**src/rtl/core/pmf_pkg.sv**
```systemverilog
`timescale 1ns / 1ps
`default_nettype none
// ----------------------------------------------------------------------------
// pmf_pkg - shared types and constants of the pose median filter
// field widths, register indexes and reset values used by all pmf modules
// ----------------------------------------------------------------------------
package pmf_pkg;

	localparam int DATA_W     = 16;                 // input sample width
	localparam int OUT_W      = 17;                 // filtered result width
	localparam int SUM_W      = 26;                 // calibration accumulator width
	localparam int CALIB_W    = 10;                 // init_samples / calib_count width
	localparam int WLEN_W     = 5;                  // window_len register width
	localparam int BIT_W      = $clog2(DATA_W);     // bit counter of the ranking unit
	localparam int DIV_CNT_W  = $clog2(SUM_W);      // step counter of the divider

	localparam int CFG_IDX_W  = 2;
	localparam int CFG_DATA_W = 10;

	localparam int S_TDATA_W  = 2 * DATA_W;
	localparam int M_TDATA_W  = ((2 * OUT_W + 7) / 8) * 8;
	localparam int M_PAD_W    = M_TDATA_W - 2 * OUT_W;

	localparam logic [CFG_IDX_W-1:0] REG_INIT_SAMPLES = 2'd0;
	localparam logic [CFG_IDX_W-1:0] REG_WINDOW_LEN   = 2'd1;

	localparam logic [CALIB_W-1:0] INIT_SAMPLES_RST = 10'd50;
	localparam logic [WLEN_W-1:0]  WINDOW_LEN_RST   = 5'd3;

	typedef logic signed [DATA_W-1:0] sample_t;
	typedef logic signed [OUT_W-1:0]  result_t;
	typedef logic signed [SUM_W-1:0]  sum_t;

endpackage
`default_nettype wire

```
**src/rtl/core/pmf_div.sv**
```systemverilog
`timescale 1ns / 1ps
`default_nettype none
// ----------------------------------------------------------------------------
// pmf_div - serial signed divider for the zero offset
// restoring division, one quotient bit per cycle, truncates toward zero
// ----------------------------------------------------------------------------
module pmf_div (
	input  logic                           clk,
	input  logic                           arst_n,
	input  logic                           start,
	input  pmf_pkg::sum_t                  dividend,
	input  logic [pmf_pkg::CALIB_W-1:0]    divisor,
	output logic                           done,
	output pmf_pkg::sample_t               quotient
);
	import pmf_pkg::*;

	logic                  busy_q;
	logic                  done_q;
	logic [DIV_CNT_W-1:0]  cnt_q;
	logic                  neg_q;
	logic [SUM_W-1:0]      mag_q;
	logic [SUM_W-1:0]      quo_q;
	logic [CALIB_W-1:0]    rem_q;

	logic [CALIB_W:0]      rem_sh;
	logic                  fits;
	logic [CALIB_W:0]      rem_diff;
	logic [SUM_W-1:0]      quo_signed;

	assign rem_sh   = {rem_q, mag_q[SUM_W-1]};
	assign fits     = rem_sh >= {1'b0, divisor};
	assign rem_diff = rem_sh - {1'b0, divisor};

	always_ff @(posedge clk or negedge arst_n) begin
		if (!arst_n) begin
			busy_q <= 1'b0;
			done_q <= 1'b0;
			cnt_q  <= '0;
		end else begin
			done_q <= 1'b0;
			if (start) begin
				busy_q <= 1'b1;
				cnt_q  <= '0;
			end else if (busy_q) begin
				cnt_q <= cnt_q + 1'b1;
				if (cnt_q == DIV_CNT_W'(SUM_W - 1)) begin
					busy_q <= 1'b0;
					done_q <= 1'b1;
				end
			end
		end
	end

	always_ff @(posedge clk) begin
		if (start) begin
			neg_q <= dividend[SUM_W-1];
			mag_q <= dividend[SUM_W-1] ? SUM_W'(-dividend) : SUM_W'(dividend);
			quo_q <= '0;
			rem_q <= '0;
		end else if (busy_q) begin
			mag_q <= {mag_q[SUM_W-2:0], 1'b0};
			quo_q <= {quo_q[SUM_W-2:0], fits};
			// remainder stays below the divisor, so it fits the divisor width
			rem_q <= fits ? rem_diff[CALIB_W-1:0] : rem_sh[CALIB_W-1:0];
		end
	end

	assign quo_signed = neg_q ? (~quo_q + 1'b1) : quo_q;
	assign quotient   = sample_t'(quo_signed[DATA_W-1:0]);
	assign done       = done_q;

endmodule
`default_nettype wire

```
**src/rtl/core/pmf_rank.sv**
```systemverilog
`timescale 1ns / 1ps
`default_nettype none
// ----------------------------------------------------------------------------
// pmf_rank - bit-serial order statistic selection over the window
// walks the samples msb first and narrows a candidate mask per wanted rank
// ----------------------------------------------------------------------------
module pmf_rank #(
	parameter int DEPTH = 16,
	parameter int CNT_W = 5
) (
	input  logic               clk,
	input  logic               arst_n,
	input  logic               load,
	input  pmf_pkg::sample_t   entries [DEPTH],
	input  logic [CNT_W-1:0]   win,
	output logic               done,
	output pmf_pkg::sample_t   lo,
	output pmf_pkg::sample_t   hi
);
	import pmf_pkg::*;

	function automatic logic [CNT_W-1:0] count_ones(input logic [DEPTH-1:0] v);
		logic [CNT_W-1:0] n;
		n = '0;
		for (int i = 0; i < DEPTH; i++) begin
			n = n + CNT_W'(v[i]);
		end
		return n;
	endfunction

	logic [DATA_W-1:0] sh_q [DEPTH];
	logic [DEPTH-1:0]  mask_lo_q;
	logic [DEPTH-1:0]  mask_hi_q;
	logic [CNT_W-1:0]  k_lo_q;
	logic [CNT_W-1:0]  k_hi_q;
	logic [DATA_W-1:0] res_lo_q;
	logic [DATA_W-1:0] res_hi_q;
	logic [BIT_W-1:0]  bit_cnt_q;
	logic              busy_q;
	logic              done_q;

	logic              is_sign;
	logic [DEPTH-1:0]  cur_bit;
	logic [DEPTH-1:0]  win_mask;
	logic [DEPTH-1:0]  zero_lo;
	logic [DEPTH-1:0]  zero_hi;
	logic [CNT_W-1:0]  c_lo;
	logic [CNT_W-1:0]  c_hi;
	logic              take_lo0;
	logic              take_hi0;

	// sign bit is inverted so that unsigned ordering matches signed ordering
	assign is_sign = (bit_cnt_q == '0);

	always_comb begin
		for (int i = 0; i < DEPTH; i++) begin
			cur_bit[i]  = sh_q[i][DATA_W-1] ^ is_sign;
			win_mask[i] = (CNT_W'(i) < win);
		end
	end

	assign zero_lo  = mask_lo_q & ~cur_bit;
	assign zero_hi  = mask_hi_q & ~cur_bit;
	assign c_lo     = count_ones(zero_lo);
	assign c_hi     = count_ones(zero_hi);
	assign take_lo0 = k_lo_q < c_lo;
	assign take_hi0 = k_hi_q < c_hi;

	always_ff @(posedge clk or negedge arst_n) begin
		if (!arst_n) begin
			busy_q    <= 1'b0;
			done_q    <= 1'b0;
			bit_cnt_q <= '0;
		end else begin
			done_q <= 1'b0;
			if (load) begin
				busy_q    <= 1'b1;
				bit_cnt_q <= '0;
			end else if (busy_q) begin
				bit_cnt_q <= bit_cnt_q + 1'b1;
				if (bit_cnt_q == BIT_W'(DATA_W - 1)) begin
					busy_q <= 1'b0;
					done_q <= 1'b1;
				end
			end
		end
	end

	always_ff @(posedge clk) begin
		if (load) begin
			for (int i = 0; i < DEPTH; i++) begin
				sh_q[i] <= entries[i];
			end
			mask_lo_q <= win_mask;
			mask_hi_q <= win_mask;
			// lower and upper middle ranks, equal for an odd window
			k_lo_q    <= (win - 1'b1) >> 1;
			k_hi_q    <= win >> 1;
		end else if (busy_q) begin
			for (int i = 0; i < DEPTH; i++) begin
				sh_q[i] <= {sh_q[i][DATA_W-2:0], 1'b0};
			end
			if (take_lo0) begin
				mask_lo_q <= zero_lo;
				res_lo_q  <= {res_lo_q[DATA_W-2:0], 1'b0};
			end else begin
				mask_lo_q <= mask_lo_q & cur_bit;
				k_lo_q    <= k_lo_q - c_lo;
				res_lo_q  <= {res_lo_q[DATA_W-2:0], 1'b1};
			end
			if (take_hi0) begin
				mask_hi_q <= zero_hi;
				res_hi_q  <= {res_hi_q[DATA_W-2:0], 1'b0};
			end else begin
				mask_hi_q <= mask_hi_q & cur_bit;
				k_hi_q    <= k_hi_q - c_hi;
				res_hi_q  <= {res_hi_q[DATA_W-2:0], 1'b1};
			end
		end
	end

	assign done = done_q;
	assign lo   = sample_t'({~res_lo_q[DATA_W-1], res_lo_q[DATA_W-2:0]});
	assign hi   = sample_t'({~res_hi_q[DATA_W-1], res_hi_q[DATA_W-2:0]});

endmodule
`default_nettype wire

```
**src/rtl/core/pose_median_filter_with_zero_offset.sv**
```systemverilog
`timescale 1ns / 1ps
`default_nettype none
// ----------------------------------------------------------------------------
// pose_median_filter_with_zero_offset - windowed median of x/y with zero offset
// calibrates a mean offset, fills a sample ring, then emits median minus offset
// ----------------------------------------------------------------------------
//
// channel   direction  handshake                 payload
// s_axis    in         s_axis_tvalid/tready      tdata: x_mm[15:0], y_mm[31:16]
// m_axis    out        m_axis_tvalid/tready      tdata: filtered_x_mm[16:0],
//                                                filtered_y_mm[33:17], zero pad
// cfg       in         cfg_valid/cfg_ready       cfg_index, cfg_data
//
// calibration and fill items are handled in the idle state; the last calibration item
// starts the serial offset dividers (one quotient bit per cycle)
// a median item goes through load, 16 bit steps of the rank unit, then output
// the median result waits in its output register when m_axis stalls; the
// block takes new items meanwhile unless the next result needs that register
// asynchronous active-low reset restores register defaults and clears counters
// the ring has no reset, entries are always written before they are ranked
//
module pose_median_filter_with_zero_offset #(
	parameter int WINDOW_DEPTH = 16
) (
	input  logic                               clk,
	input  logic                               arst_n,

	input  logic                               s_axis_tvalid,
	output logic                               s_axis_tready,
	input  logic [pmf_pkg::S_TDATA_W-1:0]      s_axis_tdata,   // x_mm, y_mm

	output logic                               m_axis_tvalid,
	input  logic                               m_axis_tready,
	output logic [pmf_pkg::M_TDATA_W-1:0]      m_axis_tdata,   // filtered_x_mm, filtered_y_mm, pad

	input  logic                               cfg_valid,
	output logic                               cfg_ready,
	input  logic [pmf_pkg::CFG_IDX_W-1:0]      cfg_index,
	input  logic [pmf_pkg::CFG_DATA_W-1:0]     cfg_data
);
	import pmf_pkg::*;

	localparam int CNT_W  = $clog2(WINDOW_DEPTH + 1);
	localparam int SLOT_W = (WINDOW_DEPTH > 1) ? $clog2(WINDOW_DEPTH) : 1;
	localparam int CMP_W  = (CNT_W > WLEN_W) ? CNT_W : WLEN_W;

	// sequencer states
	localparam logic [1:0] ST_IDLE = 2'd0;
	localparam logic [1:0] ST_DIV  = 2'd1;
	localparam logic [1:0] ST_SEL  = 2'd2;
	localparam logic [1:0] ST_PUSH = 2'd3;

	logic [1:0]          state_q;

	// configuration registers
	logic [CALIB_W-1:0]  init_samples_q;
	logic [WLEN_W-1:0]   window_len_q;

	// calibration state
	logic [CALIB_W-1:0]  calib_count_q;
	sum_t                sum_x_q;
	sum_t                sum_y_q;
	sample_t             offset_x_q;
	sample_t             offset_y_q;
	logic                div_start_q;

	// ring state
	logic [CNT_W-1:0]    fill_count_q;
	logic [SLOT_W-1:0]   oldest_slot_q;
	sample_t             ring_x_q [WINDOW_DEPTH];
	sample_t             ring_y_q [WINDOW_DEPTH];

	// output register
	logic                m_valid_q;
	result_t             m_x_q;
	result_t             m_y_q;

	sample_t             in_x;
	sample_t             in_y;
	logic                accept;
	logic [CMP_W-1:0]    wlen_ext;
	logic [CNT_W-1:0]    w_eff;
	logic                in_calib;
	logic                in_fill;
	logic                in_med;
	logic [CALIB_W-1:0]  calib_next;
	logic [CNT_W-1:0]    slot_ext;
	logic [CNT_W-1:0]    slot_cur;
	logic [CNT_W-1:0]    slot_inc;
	logic [SLOT_W-1:0]   slot_next;
	logic [SLOT_W-1:0]   wr_slot;
	logic                ring_we;
	logic                rank_load;

	logic                div_x_done;
	logic                div_y_done;
	sample_t             quot_x;
	sample_t             quot_y;

	logic                rank_x_done;
	logic                rank_y_done;
	sample_t             lo_x;
	sample_t             hi_x;
	sample_t             lo_y;
	sample_t             hi_y;

	result_t             pair_x;
	result_t             pair_y;
	result_t             med_x;
	result_t             med_y;
	result_t             filt_x;
	result_t             filt_y;
	logic                slot_free;
	logic                out_load;

	assign in_x   = sample_t'(s_axis_tdata[DATA_W-1:0]);
	assign in_y   = sample_t'(s_axis_tdata[2*DATA_W-1:DATA_W]);
	assign accept = s_axis_tvalid && s_axis_tready;

	assign s_axis_tready = (state_q == ST_IDLE);
	assign cfg_ready     = 1'b1;

	// effective window: zero acts as one, clipped to the ring depth
	assign wlen_ext = CMP_W'(window_len_q);
	always_comb begin
		if (wlen_ext == '0) begin
			w_eff = CNT_W'(1);
		end else if (wlen_ext > CMP_W'(WINDOW_DEPTH)) begin
			w_eff = CNT_W'(WINDOW_DEPTH);
		end else begin
			w_eff = CNT_W'(wlen_ext);
		end
	end

	// which phase the next item belongs to
	assign in_calib   = calib_count_q < init_samples_q;
	assign in_fill    = !in_calib && (fill_count_q < w_eff);
	assign in_med     = !in_calib && !in_fill;
	assign calib_next = calib_count_q + 1'b1;

	// replacement slot, restarted when the window shrank below it
	assign slot_ext  = CNT_W'(oldest_slot_q);
	assign slot_cur  = (slot_ext >= w_eff) ? '0 : slot_ext;
	assign slot_inc  = slot_cur + 1'b1;
	assign slot_next = (slot_inc >= w_eff) ? '0 : slot_inc[SLOT_W-1:0];

	assign ring_we   = accept && !in_calib;
	assign wr_slot   = in_fill ? fill_count_q[SLOT_W-1:0] : slot_cur[SLOT_W-1:0];
	assign rank_load = accept && in_med;

	// median is the floor of the mean of the two middle ranks
	assign pair_x = result_t'(lo_x) + result_t'(hi_x);
	assign pair_y = result_t'(lo_y) + result_t'(hi_y);
	assign med_x  = pair_x >>> 1;
	assign med_y  = pair_y >>> 1;
	assign filt_x = med_x - result_t'(offset_x_q);
	assign filt_y = med_y - result_t'(offset_y_q);

	assign slot_free = !m_valid_q || m_axis_tready;
	assign out_load  = slot_free &&
	                   (((state_q == ST_SEL) && rank_x_done && rank_y_done) ||
	                    (state_q == ST_PUSH));

	// configuration writes
	always_ff @(posedge clk or negedge arst_n) begin
		if (!arst_n) begin
			init_samples_q <= INIT_SAMPLES_RST;
			window_len_q   <= WINDOW_LEN_RST;
		end else if (cfg_valid && cfg_ready) begin
			unique case (cfg_index)
				REG_INIT_SAMPLES: init_samples_q <= cfg_data[CALIB_W-1:0];
				REG_WINDOW_LEN:   window_len_q   <= cfg_data[WLEN_W-1:0];
				default: ;
			endcase
		end
	end

	// sequencer, calibration and ring bookkeeping
	always_ff @(posedge clk or negedge arst_n) begin
		if (!arst_n) begin
			state_q       <= ST_IDLE;
			calib_count_q <= '0;
			sum_x_q       <= '0;
			sum_y_q       <= '0;
			offset_x_q    <= '0;
			offset_y_q    <= '0;
			div_start_q   <= 1'b0;
			fill_count_q  <= '0;
			oldest_slot_q <= '0;
		end else begin
			div_start_q <= 1'b0;
			unique case (state_q)
				ST_IDLE: begin
					if (accept) begin
						if (in_calib) begin
							sum_x_q       <= sum_x_q + SUM_W'(in_x);
							sum_y_q       <= sum_y_q + SUM_W'(in_y);
							calib_count_q <= calib_next;
							if (calib_next == init_samples_q) begin
								div_start_q <= 1'b1;
								state_q     <= ST_DIV;
							end
						end else if (in_fill) begin
							fill_count_q <= fill_count_q + 1'b1;
						end else begin
							oldest_slot_q <= slot_next;
							state_q       <= ST_SEL;
						end
					end
				end
				ST_DIV: begin
					if (div_x_done && div_y_done) begin
						offset_x_q <= quot_x;
						offset_y_q <= quot_y;
						state_q    <= ST_IDLE;
					end
				end
				ST_SEL: begin
					if (rank_x_done && rank_y_done) begin
						state_q <= slot_free ? ST_IDLE : ST_PUSH;
					end
				end
				ST_PUSH: begin
					if (slot_free) begin
						state_q <= ST_IDLE;
					end
				end
				default: state_q <= ST_IDLE;
			endcase
		end
	end

	// sample ring, written by fill and replacement items
	always_ff @(posedge clk) begin
		if (ring_we) begin
			ring_x_q[wr_slot] <= in_x;
			ring_y_q[wr_slot] <= in_y;
		end
	end

	// result register toward m_axis
	always_ff @(posedge clk or negedge arst_n) begin
		if (!arst_n) begin
			m_valid_q <= 1'b0;
		end else if (out_load) begin
			m_valid_q <= 1'b1;
		end else if (m_axis_tready) begin
			m_valid_q <= 1'b0;
		end
	end

	always_ff @(posedge clk) begin
		if (out_load) begin
			m_x_q <= filt_x;
			m_y_q <= filt_y;
		end
	end

	assign m_axis_tvalid = m_valid_q;
	assign m_axis_tdata  = {{M_PAD_W{1'b0}}, m_y_q, m_x_q};

	// offset dividers, one per axis, started together
	pmf_div u_div_x (
		.clk      (clk),
		.arst_n   (arst_n),
		.start    (div_start_q),
		.dividend (sum_x_q),
		.divisor  (init_samples_q),
		.done     (div_x_done),
		.quotient (quot_x)
	);

	pmf_div u_div_y (
		.clk      (clk),
		.arst_n   (arst_n),
		.start    (div_start_q),
		.dividend (sum_y_q),
		.divisor  (init_samples_q),
		.done     (div_y_done),
		.quotient (quot_y)
	);

	// rank units take a snapshot of the ring before the replacement write
	pmf_rank #(
		.DEPTH (WINDOW_DEPTH),
		.CNT_W (CNT_W)
	) u_rank_x (
		.clk     (clk),
		.arst_n  (arst_n),
		.load    (rank_load),
		.entries (ring_x_q),
		.win     (w_eff),
		.done    (rank_x_done),
		.lo      (lo_x),
		.hi      (hi_x)
	);

	pmf_rank #(
		.DEPTH (WINDOW_DEPTH),
		.CNT_W (CNT_W)
	) u_rank_y (
		.clk     (clk),
		.arst_n  (arst_n),
		.load    (rank_load),
		.entries (ring_y_q),
		.win     (w_eff),
		.done    (rank_y_done),
		.lo      (lo_y),
		.hi      (hi_y)
	);

endmodule
`default_nettype wire
```
**config.mk**
```make
export PLATFORM = sky130hd
export DESIGN_NAME = pose_median_filter_with_zero_offset
export DESIGN_NICKNAME = d
export VERILOG_FILES = /design/src/rtl/core/pmf_pkg.sv /design/src/rtl/core/pmf_div.sv /design/src/rtl/core/pmf_rank.sv /design/src/rtl/core/pose_median_filter_with_zero_offset.sv
export SDC_FILE = /design/constraint.sdc
export NUM_CORES = 2
export LEC_CHECK = 0
export BUFFER_PORTS_ARGS = -buffer_cell sky130_fd_sc_hd__clkbuf_2
export CAP_MARGIN = 20
export CORE_MARGIN = 3
export CORE_UTILIZATION = 65
export CTS_CLUSTER_SIZE = 12
export DETAILED_ROUTE_END_ITERATION = 10
export PLACE_DENSITY_LB_ADDON = 0.3
export SYNTH_ARGS = -nofsm -noshare
export SYNTH_HDL_FRONTEND = slang
export SYNTH_SLANG_ARGS = --single-unit
```
**constraint.sdc**
```tcl
create_clock -name clk -period 14.2 [get_ports clk]
set_clock_uncertainty 0.15 [all_clocks]
set_input_delay 2.84 -clock clk [delete_from_list [all_inputs] [get_ports clk]]
set_output_delay 2.84 -clock clk [all_outputs]
set_load 0.005 [all_outputs]
```
==> results.py <==
metrics = {
    "die": {
        "core_um2": 99100,
        "num_io_pins": 92,
        "num_rows": 115,
        "die_h_um": 323,
        "die_w_um": 323,
        "initial_utilization": 0.660,
        "design.die.area_um2": 105000,
    },
    "timing": {
        "setup_viol": 0,
        "slew_headroom": 0.237,
        "min_period_over_period": 0.522,
        "tightest_slew_ns": 1.15,
        "hold_ws_ns": 0.281,
        "finalHoldViolations": 0,
        "setup_ws_ns": 6.79,
        "rsz0062_at_grt": "no",
        "max_freq_mhz": 135,
        "setup-tns-final_ns": 0,
        "period_needed_ns": 7.41,
        "slew_viol_final": 0,
    },
    "drt": {
        "drtIter0Drc": 3386,
        "first_pass_iters": 5,
        "routed-via-count": 40677,
        "detail_route.wl_per_cell_um": 18.8,
        "drt-total-wl_mm": 130,
        "drc": 0,
        "drtAntennaViolNets": 0,
        "detail_route.vias_per_cell": 5.88,
    },
    "setup_path": {
        "crit_fanout": 19,
        "crit_buf_inv": 5,
        "crit_chain": "inv_1 > ha_1 > nor3b_2 > buf_4 > xnor2_1 > and2_1 > ha_1 > inv_1 > fa_1 > fa_1 > fa_1 > inv_1 > fa_1 > fa_1 > inv_1 > fa_1 > ha_1 > a21o_1 > a21o_1 > a21o_1 > a21o_1 > xor2_1 > a31o_2",
        "max_stage_delay_ns": 0.55,
        "cp_slowest_cell": "fa_1",
        "crit_family": "adder cells",
        "endpoint_kind": "register",
        "start_kind": "register",
        "arrival_ns": 7.75,
        "worstSetupPathType": "reg -> reg",
        "cp_common_cell": "fa_1",
        "required_ns": 14.54,
    },
    "clock_network": {
        "hold_buffers": 0,
        "clk_latency_ns": 0.76,
        "cts_setup_buffers": 0,
        "clk_root_buffer_cell": "clkbuf_16",
        "cts.repair.resized": 0,
        "cts_tree": "done",
        "clk_pin_slew_ns": 0.06,
        "clock-sinks": 1460,
        "cts_inserted_buffers": 149,
        "clk_path_buf_depth": 3,
        "h-tree-depth": 4,
    },
    "placement": {
        "hpwlAfterDp_mm": 77.5,
        "place_congestion": 0.867,
        "io_buffer_count": 84,
        "dp_slack_ns": 6.81,
    },
    "global_routing": {
        "antenna_found_initial": 3,
        "grt-ovfl-total": 0,
        "grt_start_max_net_pins": 227,
        "grt_pass1_vias": 40055,
        "grt_pass1_wl_mm": 209,
        "grt_use_total": 0.251,
    },
    "logic_synthesis": {
        "syn_area_per_cell_um2": 12.0,
        "yosys_register_bits": 1460,
        "ys.flop_type": "edfxtp_1",
        "synth_edf_count": 1238,
        "synth_top_area_cell": "edfxtp_1",
        "synth-seq-area-share": 0.647,
        "synth_area_leaders": "edfxtp_1 57%, nand2_1 7.9%, dfrtp_1 5.5%, ha_1 4.1%, xor2_1 2.5%",
        "synth_top_area_frac": 0.568,
        "syn_inst": 5468,
        "synth.distinct_cells": 75,
        "netlist_area_um2": 65500,
        "yosysWarnings": 0,
        "async_flop_share": 0.101,
    },
    "min_path": {
        "hp-class": "reg -> reg",
    },
    "final_layout": {
        "area_delta_synth_final_pct": 9.71,
        "nets": 5832,
        "layout_common_cells": "1382 x nand2_1, 1238 x edfxtp_1, 325 x nand3_1",
        "layout-drive-gt1-share": 0.0863,
        "final_core_util": 0.724,
        "final_common_cell": "nand2_1",
    },
    "run_status": {
        "status": "complete, no violations",
    },
    "power_and_ir_drop": {
        "ir_worst_vdd_uv": 153,
        "power_density_nw_per_um2": 119,
        "p_leak_nw": 28.7,
        "p_total_mw": 8.52,
    },
    "job": {
        "maxCapViolations": 0,
    },
}
==> Yosys cell counts, drive strengths merged (20+ instances only) <==
library cell  count
or3              32
fa               52
and2             73
o31ai            29
edfxtp         1238
dfrtp           143
nor2            214
a31o             59
clkbuf          219
dfxtp            74
nand2b           25
xor2            189
nor3             61
nand3           325
mux2             48
a21o             59
nand3b           24
mux2i            47
nand2          1382
xnor2           141
ha              212
o21ai           183
nor2b            33
buf              28
o21a             20
inv             181
a21oi           151
==> power breakdown <==
part           switching, mW  internal (mW)  total, mW
combinational          0.128         0.0678      0.196
clock                   1.58           2.10       3.68
sequential            0.0190           4.62       4.64
==> worst reg2reg max path: cells and delay by family, from the launching register on <==
family | cells | cell delay, ns
buffers and inverters | 5 | 0.52
and+or+nand+nor | 2 | 0.35
adders and majority gates | 9 | 3.63
xor gates and xnor gates | 2 | 0.71
DFF | 1 | 0.42
AOI/OAI and AO/OA | 5 | 1.40
==> worst paths after layout <==
check | from | to | slack (ns) | depth (start not counted)
min in group asynchronous | arst_n | offset_y_q[15] | 2.02 | 1
min reg2reg | ring_y_q[224] | u_rank_y.sh_q[0][16] | 0.28 | 2
min | ring_y_q[224] | u_rank_y.sh_q[0][16] | 0.28 | 2
max in group asynchronous | arst_n | u_rank_y.busy_q | 10.37 | 2
max | u_rank_x.bit_cnt_q[0] | u_rank_x.mask_lo_q[8] | 6.79 | 23
max reg2reg | u_rank_x.bit_cnt_q[0] | u_rank_x.mask_lo_q[8] | 6.79 | 23
==> metal layers <==
| layer | global-route usage | wire length [um] | vias up |
|---|---|---|---|
| li1 | - | - | 19341 |
| met4 | 0.0924 | 4090 | 0 |
| met5 | 0 | 0 | - |
| met2 | 0.416 | 63900 | 1243 |
| met1 | 0.340 | 55200 | 19820 |
| met3 | 0.0410 | 7090 | 273 |
==> metrics by stage <==
stage	instance area, um^2	std cells
2_1_floorplan	65500	5473
3_3_place_gp	67100	6649
3_5_place_dp	67100	6649
4_1_cts	71700	6911
5_1_grt	71800	6917
6_report	71800	6921
==> layout make-up <==
type / instances / area [um^2]
Clock buffer: 237 / 4250
Clock inverter: 25 / 337
Tap cell: 1287 / 1610
Antenna cell: 4 / 10.0
Timing Repair Buffer: 142 / 956
Inverter: 182 / 683
Sequential cell: 1460 / 42400
Multi-Input combinational cell: 3584 / 21600
Fill cell: 6215 / 27300
==> sequential cells by signal, summed over array words and instances, names as in the netlist, 16 cells and up <==
register,flops
m_x_q,17
m_y_q,17
offset_x_q,16
offset_y_q,16
ring_x_q,256
ring_y_q,256
sum_x_q,26
sum_y_q,26
u_div_x.mag_q,26
u_div_x.quo_q,16
u_div_y.mag_q,26
u_div_y.quo_q,16
u_rank_x.mask_hi_q,16
u_rank_x.mask_lo_q,16
u_rank_x.res_hi_q,16
u_rank_x.res_lo_q,16
u_rank_x.sh_q,256
u_rank_y.mask_hi_q,16
u_rank_y.mask_lo_q,16
u_rank_y.res_hi_q,16
u_rank_y.res_lo_q,16
u_rank_y.sh_q,256
==> cells by family (layout without fill, tap and decap cells) <==
kind of cell	after synthesis	count (layout)	synth area share
compound gates	640	640	0.0635
flops	1460	1460	0.647
simple gates	2248	2248	0.148
mux	95	95	0.0154
xor+xnor	330	330	0.0442
fa+ha+maj	264	264	0.0564
buf+inv	429	586	0.0250
other cells	2	11	0.000115
Note: power is estimated with default switching activity, not from simulation.
